File: src/sv/sptwa_pkg.sv
// Package for the station probe table: words, chain token, broadcast buses, codes.
// Used by sptwa_cell and station_probe_table_with_aging_core; no dependencies.
package sptwa_pkg;

  localparam int ENTRIES_DEFAULT = 32;
  localparam int READ_SLOTS      = 32;

  localparam logic [7:0]  CHAN_SPLIT   = 8'd14;
  localparam logic [7:0]  LEVEL_OFFSET = 8'd100;

  localparam logic [15:0] STALE_LIMIT_RESET    = 16'd60;
  localparam logic [15:0] CHECK_INTERVAL_RESET = 16'd5;

  localparam logic [1:0] ACT_OBSERVE = 2'd0;
  localparam logic [1:0] ACT_TICK    = 2'd1;
  localparam logic [1:0] ACT_CLEAR   = 2'd2;
  localparam logic [1:0] ACT_READ    = 2'd3;

  localparam logic REG_STALE_LIMIT    = 1'b0;
  localparam logic REG_CHECK_INTERVAL = 1'b1;

  typedef struct packed {
    logic [1:0]  action;
    logic [47:0] station_mac;
    logic [6:0]  signal_level;
    logic [7:0]  channel_number;
    logic        from_access_point;
    logic [4:0]  mode_bits;
    logic        band_select;
    logic [4:0]  read_slot;
  } in_word_t;

  typedef struct packed {
    logic              was_known;
    logic              was_inserted;
    logic [4:0]        entry_slot;
    logic [5:0]        band_count;
    logic              entry_valid;
    logic [47:0]       entry_address;
    logic signed [7:0] entry_level;
    logic              entry_is_ap;
    logic [4:0]        entry_modes;
    logic [7:0]        last_channel;
  } out_word_t;

  // token that walks the cell chain, one cell per cycle
  typedef struct packed {
    logic        valid;
    logic [1:0]  op;
    logic        band;
    logic        sweep;
    logic [47:0] mac;
    logic [4:0]  rslot;
    logic        found;
    logic        free_found;
    logic        rd_valid;
    logic [47:0] rd_addr;
    logic [7:0]  rd_level;
    logic        rd_ap;
    logic [4:0]  rd_modes;
  } tok_t;

  // values every cell sees
  typedef struct packed {
    logic [31:0] now_time;
    logic [15:0] stale_limit;
  } bcast_t;

  // slot write issued at the end of an observe miss
  typedef struct packed {
    logic        valid;
    logic        band;
    logic [47:0] mac;
    logic [7:0]  level;
    logic        ap;
    logic [4:0]  modes;
  } wr_t;

endpackage

File: src/sv/sptwa_cell.sv
// One table cell: holds slot IDX of both bands and passes the token on each cycle.
// Depends on sptwa_pkg (tok_t, bcast_t, wr_t, action codes).
module sptwa_cell #(
  parameter int ENTRIES = sptwa_pkg::ENTRIES_DEFAULT,
  parameter int IDX     = 0,
  localparam int SLOT_W = $clog2(ENTRIES),
  localparam int CNT_W  = $clog2(ENTRIES + 1)
) (
  input  logic                clk,
  input  logic                rst,
  input  sptwa_pkg::bcast_t   bc,
  input  sptwa_pkg::wr_t      wr,
  input  logic [SLOT_W-1:0]   wr_idx,
  input  sptwa_pkg::tok_t     tok_in,
  input  logic [SLOT_W-1:0]   hit_in,
  input  logic [SLOT_W-1:0]   free_in,
  input  logic [CNT_W-1:0]    ev0_in,
  input  logic [CNT_W-1:0]    ev1_in,
  output sptwa_pkg::tok_t     tok_out,
  output logic [SLOT_W-1:0]   hit_out,
  output logic [SLOT_W-1:0]   free_out,
  output logic [CNT_W-1:0]    ev0_out,
  output logic [CNT_W-1:0]    ev1_out
);

  localparam logic READABLE = (IDX < sptwa_pkg::READ_SLOTS);

  logic [1:0]       used;
  logic [47:0]      addr  [2];
  logic [7:0]       level [2];
  logic [1:0]       ap;
  logic [4:0]       modes [2];
  logic [31:0]      stamp [2];

  sptwa_pkg::tok_t   tok_next;
  logic              b;
  logic              is_obs;
  logic              hit;
  logic              free;
  logic              do_sweep;
  logic              do_clear;
  logic              rd_hit;
  logic [1:0]        stale;
  logic              wr_here;

  always_comb begin
    b        = tok_in.band;
    is_obs   = tok_in.valid && (tok_in.op == sptwa_pkg::ACT_OBSERVE);
    hit      = is_obs && !tok_in.found && used[b] && (addr[b] == tok_in.mac);
    free     = is_obs && !tok_in.free_found && !used[b];
    do_sweep = tok_in.valid && (tok_in.op == sptwa_pkg::ACT_TICK) && tok_in.sweep;
    do_clear = tok_in.valid && (tok_in.op == sptwa_pkg::ACT_CLEAR);
    rd_hit   = tok_in.valid && (tok_in.op == sptwa_pkg::ACT_READ) && READABLE &&
               (tok_in.rslot == 5'(IDX)) && used[b];
    for (int j = 0; j < 2; j++) begin
      // wraparound age, compared against the zero-extended timeout
      stale[j] = used[j] && ((bc.now_time - stamp[j]) > {16'd0, bc.stale_limit});
    end
    wr_here = wr.valid && (wr_idx == SLOT_W'(IDX));

    tok_next = tok_in;
    if (hit) tok_next.found = 1'b1;
    if (free) tok_next.free_found = 1'b1;
    if (rd_hit) begin
      tok_next.rd_valid = 1'b1;
      tok_next.rd_addr  = addr[b];
      tok_next.rd_level = level[b];
      tok_next.rd_ap    = ap[b];
      tok_next.rd_modes = modes[b];
    end
    if (rst) tok_next.valid = 1'b0;
  end

  always_ff @(posedge clk) begin
    tok_out  <= tok_next;
    hit_out  <= hit  ? SLOT_W'(IDX) : hit_in;
    free_out <= free ? SLOT_W'(IDX) : free_in;
    ev0_out  <= (do_sweep && stale[0]) ? CNT_W'(ev0_in + 1'b1) : ev0_in;
    ev1_out  <= (do_sweep && stale[1]) ? CNT_W'(ev1_in + 1'b1) : ev1_in;
  end

  always_ff @(posedge clk) begin
    for (int j = 0; j < 2; j++) begin
      if (rst) begin
        used[j] <= 1'b0;
      end else if (wr_here && (wr.band == j[0])) begin
        used[j]  <= 1'b1;
        addr[j]  <= wr.mac;
        level[j] <= wr.level;
        ap[j]    <= wr.ap;
        modes[j] <= wr.modes;
        stamp[j] <= bc.now_time;
      end else begin
        if (hit && (b == j[0])) stamp[j] <= bc.now_time;
        if ((do_sweep && stale[j]) || (do_clear && (b == j[0]))) used[j] <= 1'b0;
      end
    end
  end

endmodule

File: config.mk
export PLATFORM = sky130hd
export DESIGN_NAME = sptwa_cell
export DESIGN_NICKNAME = d
export VERILOG_FILES = /design/src/sv/sptwa_pkg.sv /design/src/sv/sptwa_cell.sv
export SDC_FILE = /design/constraint.sdc
export NUM_CORES = 1
export LEC_CHECK = 0
export ABC_CLOCK_PERIOD_IN_PS = 10320
export BUFFER_PORTS_ARGS = -buffer_cell sky130_fd_sc_hd__buf_2
export CAP_MARGIN = 20
export CORE_MARGIN = 4
export CORE_UTILIZATION = 45
export CTS_CLUSTER_DIAMETER = 100
export DETAILED_ROUTE_END_ITERATION = 8
export PLACE_DENSITY = 0.75
export SYNTH_ARGS = -nofsm -noshare
export SYNTH_HDL_FRONTEND = slang
export SYNTH_SLANG_ARGS = --single-unit
File: constraint.sdc
create_clock -name clk -period 10.32 [get_ports clk]
set_clock_uncertainty 0.1 [all_clocks]
set_input_delay 1.032 -clock clk [delete_from_list [all_inputs] [get_ports clk]]
set_output_delay 1.032 -clock clk [all_outputs]
set_load 0.01 [all_outputs]
# Word-level counts from Yosys, hierarchy flattened
# Memories as Yosys holds them, arrays and structs flattened.
# Index checks and enable logic that the tools add are counted.
# Widths: inputs -> output; s select.
totals:
  ff_bits: 149
  ram_bits: 186
  input_bits: 264
  out_inout_bits: 145
  mem_count: 4
classes:
  n_addsub: 4
  n_lt_le_gt_ge: 3
  eq_ne: 4
  muxes: 36
  bitwise: 5
  reduce_logical: 38
mem_list:
  columns: ["memory", "depth", "word_bits", "read_ports", "rd_clocked_by_memory_dff", "wr", "line", "rtl"]
  rows:
  - ["addr", 2, 48, 1, 0, 1, "sptwa_cell.sv:29", "logic [47:0] addr [2];"]
  - ["stamp", 2, 32, 2, 0, 2, "sptwa_cell.sv:33", "logic [31:0] stamp [2];"]
  - ["level", 2, 8, 1, 0, 1, "sptwa_cell.sv:30", "logic [7:0] level [2];"]
  - ["modes", 2, 5, 1, 0, 1, "sptwa_cell.sv:32", "logic [4:0] modes [2];"]
ops:
  columns: ["operator", "n"]
  rows:
  - ["$gt 32x16->1", 2]
  - ["$mux 32", 2]
  - ["$sub 32x32->32", 2]
  - ["$mux 62", 1]
  - ["$eq 48x48->1", 1]
  - ["$mux 48", 1]
  - ["$reduce_or 48->1", 1]
  - ["$mux 1", 28]
  - ["$logic_and 1x1->1", 23]
  - ["$add 6x1->6 const B", 2]
  - ["$mux 6", 2]
  - ["$logic_not 5->1", 2]
  - ["$mux 8", 1]
  - ["$reduce_or 8->1", 1]
  - ["$mux 5", 1]
  - ["$reduce_or 5->1", 1]
  - ["$eq 2x2->1 const B", 2]
  - ["$reduce_and 2->1", 2]
  - ["$reduce_bool 2->1", 2]
  - ["$logic_not 1->1", 3]
  - ["$not 1->1", 3]
  - ["$eq 2x1->1 const B", 1]
  - ["$logic_not 2->1", 1]
  - ["$logic_or 1x1->1", 2]
  - ["other kinds (2)", 3]

# Longest topological paths before layout
depth:
  ltp_word: 11
  depth_mapped: 22
  depth_no_buf: 22

# Least setup slack after synthesis
# No wires, ideal clock.
synth_timing:
  path_kind: "input to register"
  startpoint: "in tok_in[119] (netlist name)"
  endpoint: "mem stamp[0][0], enable pin"
  arrival_ns: 5.516
  t_required_ns: 9.754
  slack_ns: 4.238
  path_stages: 9
  n_path_buf: 3
  path_cell_list: "buf_1 > buf_2 > buf_1 > mux2i_1 > xor2_1 > nand4_1 > nor3_1 > nand2_1 > o21ai_0"
synth_rtl:
  columns: ["item", "line", "rtl"]
  rows:
  - ["start: declaration", "sptwa_cell.sv:14", "input sptwa_pkg::tok_t tok_in,"]
  - ["end: declaration", "sptwa_cell.sv:33", null]

# Final worst setup path
layout_timing:
  startpoint: "in bc[16] (netlist name)"
  endpoint: "reg ev0_out[1]"
layout_between:
  elab_chain_cells: 5
layout_rtl:
  columns: ["item", "line", "rtl"]
  rows:
  - ["start: declaration", "sptwa_cell.sv:11", "input sptwa_pkg::bcast_t bc,"]
  - ["$sub 32x32->32", "sptwa_cell.sv:57", "stale[j] = used[j] && ((bc.now_time - stamp[j]) > {16'd0, bc.stale_limit});"]
  - ["$gt 32x16->1", "sptwa_cell.sv:57", null]
  - ["$logic_and 1x1->1", "sptwa_cell.sv:57", null]
  - ["$logic_and 1x1->1", "sptwa_cell.sv:78", "ev0_out <= (do_sweep && stale[0]) ? CNT_W'(ev0_in + 1'b1) : ev0_in;"]
  - ["$mux 6", "sptwa_cell.sv:78", null]
  - ["end signal: assignment", "sptwa_cell.sv:78", null]
  - ["end: declaration", "sptwa_cell.sv:22", "output logic [CNT_W-1:0] ev0_out,"]
# Every way passes these cells.
# A chain may end at the register's enable or synchronous reset.

==> results.md <==
* Status: completed
* Routed wire length per instance at 20.4 um
* Pin count of the biggest net entering global routing at 81
* Most frequent cells in the layout: 408 x buf_2, 188 x edfxtp_1, 147 x dfxtp_1
* Initial Util at 46.0%
* Netlist Area Pre-Place at 0.0156 mm2
* Ys Warns at 0
* CP Class: primary input to flip-flop
* Worst vdd ir at 0.139 mV
* Final Cycle Share at 52.2%
* Slew Limit Fails at 0
* Mapped Cells at 1,394
* Vias/cell at 5.38
* Post-place setup slack at 4.39 ns
* CTS-repair resized insts at 0
* Synth cell types at 74
* DRC at 0
* Vias in the first global route at 12,647
* Maxcap violations at 0
* Initial antenna violation count at 16
* GRT Total Usage at 23.8%
* CP required at 10.65 ns
* Final-report hold violation count at 0
* FF+latch area at 0.00859 mm2
* Routed vias at 12,357
* Ports at 409
* Htree depth at 2
* Total congestion overflow at 0
* # rows at 67
* Pleak at 8.59 nW
* Main synth FF type: edfxtp_1
* # setup viols final at 0
* Final Critical Period at 5.38 ns
* Ys async rst share at 0%
* Critical Path Source Type: primary input
* Fmax at 0.186 GHz
* Hpwl dp at 36,600 um
* CTS clk-pin slew, worst paths at 0.06 ns
* Die Ht at 194 um
* Clock latency at the later pin of the worst-skew pair at 0.55 ns
* First-pass GRT wire length at 70,500 um
* Cts bufs inserted at 36
* Area Growth Syn to Fin at 24.1%
* CTS tree: done
* Post-synthesis register bit count at 335
* TNS Setup at 0 ns
* CTS Buffer Depth at 3
* Mapped Nets at 1,756
* RSZ-0062 raised after global routing: no
* Commonest non-fill, non-tap cell in the layout: buf_2
* Hold_buf cts at 0
* HP Class: flip-flop to flip-flop
* Root Buffer: clkbuf_16
* Setup Fix Bufs, Post-CTS at 0
* Layout cells sized above 1 at 27.2%
* Die W at 194 um
* Crit Path Max Fanout at 6
* Final wirelength at 46,800 um
* Fill count at 2,921
* Sequential cell area fraction in the yosys report at 55.2%
* Multi-input logic area at 0.00645 mm2
* Finished Cell Area at 0.0193 mm2
* Final hold slack at 0.423 ns
* Avg Inst Size Synth at 11.2 um2
* Rel. slew slack at 36.7%
* Die area at 0.0376 mm2
* I/O Buffers at 408
* CORE AREA at 0.0339 mm2
* Placer Congestion at 0.920
* Post-DP Area at 0.0181 mm2
* DRT Pass-1 Iters at 4
* Pwr/cell area at 161 mW/mm2
* CTS sink cnt at 335
* Tightest Pin Transition at 0.941 ns
* PnR worst setup slack at 4.94 ns
* First DRT Iteration DRCs at 590
* WP data arrival at 5.71 ns
* Worst setup EP type: flip-flop
* # nets final at 2,170
* Number of flops mapped to enable cells by yosys at 188
* Final ANT Viol Nets at 0
## where the power goes
group          switching, mW  internal [mW]
logic                  0.204          0.152
registers            0.00842           1.44
clock network          0.544          0.765
## Yosys cell counts (all sizes together), types with 12 or more instances
cell type | number | area share [%]
edfxtp | 188 | 36
dfxtp | 147 | 19
nand2 | 138 | 3.3
o21ai | 108 | 3.5
inv | 99 | 2.4
ha | 96 | 7.7
a21oi | 79 | 2.6
mux2i | 67 | 4.3
xnor2 | 56 | 3.1
nor2 | 49 | 1.2
xor2 | 39 | 2.2
nand4 | 35 | 1.4
a21o | 27 | 1.3
clkbuf | 26 | 0.63
nand3 | 23 | 0.74
nor2b | 18 | 0.72
nor3 | 16 | 0.51
nor4 | 16 | 0.68
buf | 14 | 0.54
o21a | 12 | 0.58
## state kept, by name, summed over array words and instances (netlist names)
register and count:
modes 10, tok_out 123, addr 96, hit_out 5, ap 2, stamp 64, level 16, ev0_out 6
ev1_out 6, free_out 5, used 2
## final cells by class
cell class / instances / share of cell area [%]
Clock inverter: 10 / 0.492
Antenna cell: 12 / 0.155
Multi-Input combinational cell: 920 / 33.4
Tap cell: 448 / 2.90
Inverter: 99 / 1.92
Sequential cell: 335 / 44.4
Timing Repair Buffer: 416 / 10.9
Clock buffer: 56 / 5.84
## worst paths after layout
kind | startpoint | endpoint | slack (ns) | cells after the start
worst min-delay path | modes[0][3] | tok_out[3] | 0.42 | 2
worst min register to register | modes[0][3] | tok_out[3] | 0.42 | 2
worst max register to register | stamp[0][1] | ev0_out[1] | 5.16 | 21
worst max-delay path | bc[16] | ev0_out[1] | 4.94 | 22
## per-stage QoR
stage	util, %	cells	power (mW)
6_report	57.1	2296	3.11
5_1_grt	57.0	2293	3.24
4_1_cts	57.0	2284	3.14
3_5_place_dp	53.4	2218	1.83
3_3_place_gp	53.3	2217	1.82
2_1_floorplan	-	1394	1.67
## cells by family after synthesis
kind of cell | share of synthesized area (%)
simple gates | 10.8
xor+xnor | 5.34
buf+inv | 3.56
mux | 4.60
flops | 55.2
compound gates | 12.6
fa+ha+maj | 7.97
## worst max-delay path: stages
cell	delay, ns
buf_2	0.10
inv_1	0.06
ha_1	0.22
fa_1	0.41
nor2b_1	0.18
o2111ai_1	0.21
a2111o_1	0.54
nand2_1	0.12
nor2_1	0.05
xnor2_1	0.16
ha_1	0.29
and4_1	0.21
and3_1	0.17
a221oi_1	0.24
and3_1	0.19
a2bb2oi_1	0.21
nand4_1	0.12
a2111oi_1	0.26
nand4_1	0.16
and4_1	0.34
nand2_2	0.12
mux2_1	0.33
## routing by layer
metal  vias up  part of all wire (%)  GRT usage (%)
met5         -                  0.13              0
met1      5887                    39           28.2
li1       5927                     -              -
met4        10                   3.0           7.92
met3        91                   6.7           5.61
met2       442                    51           42.6
Power figures use the tool's default switching activity.
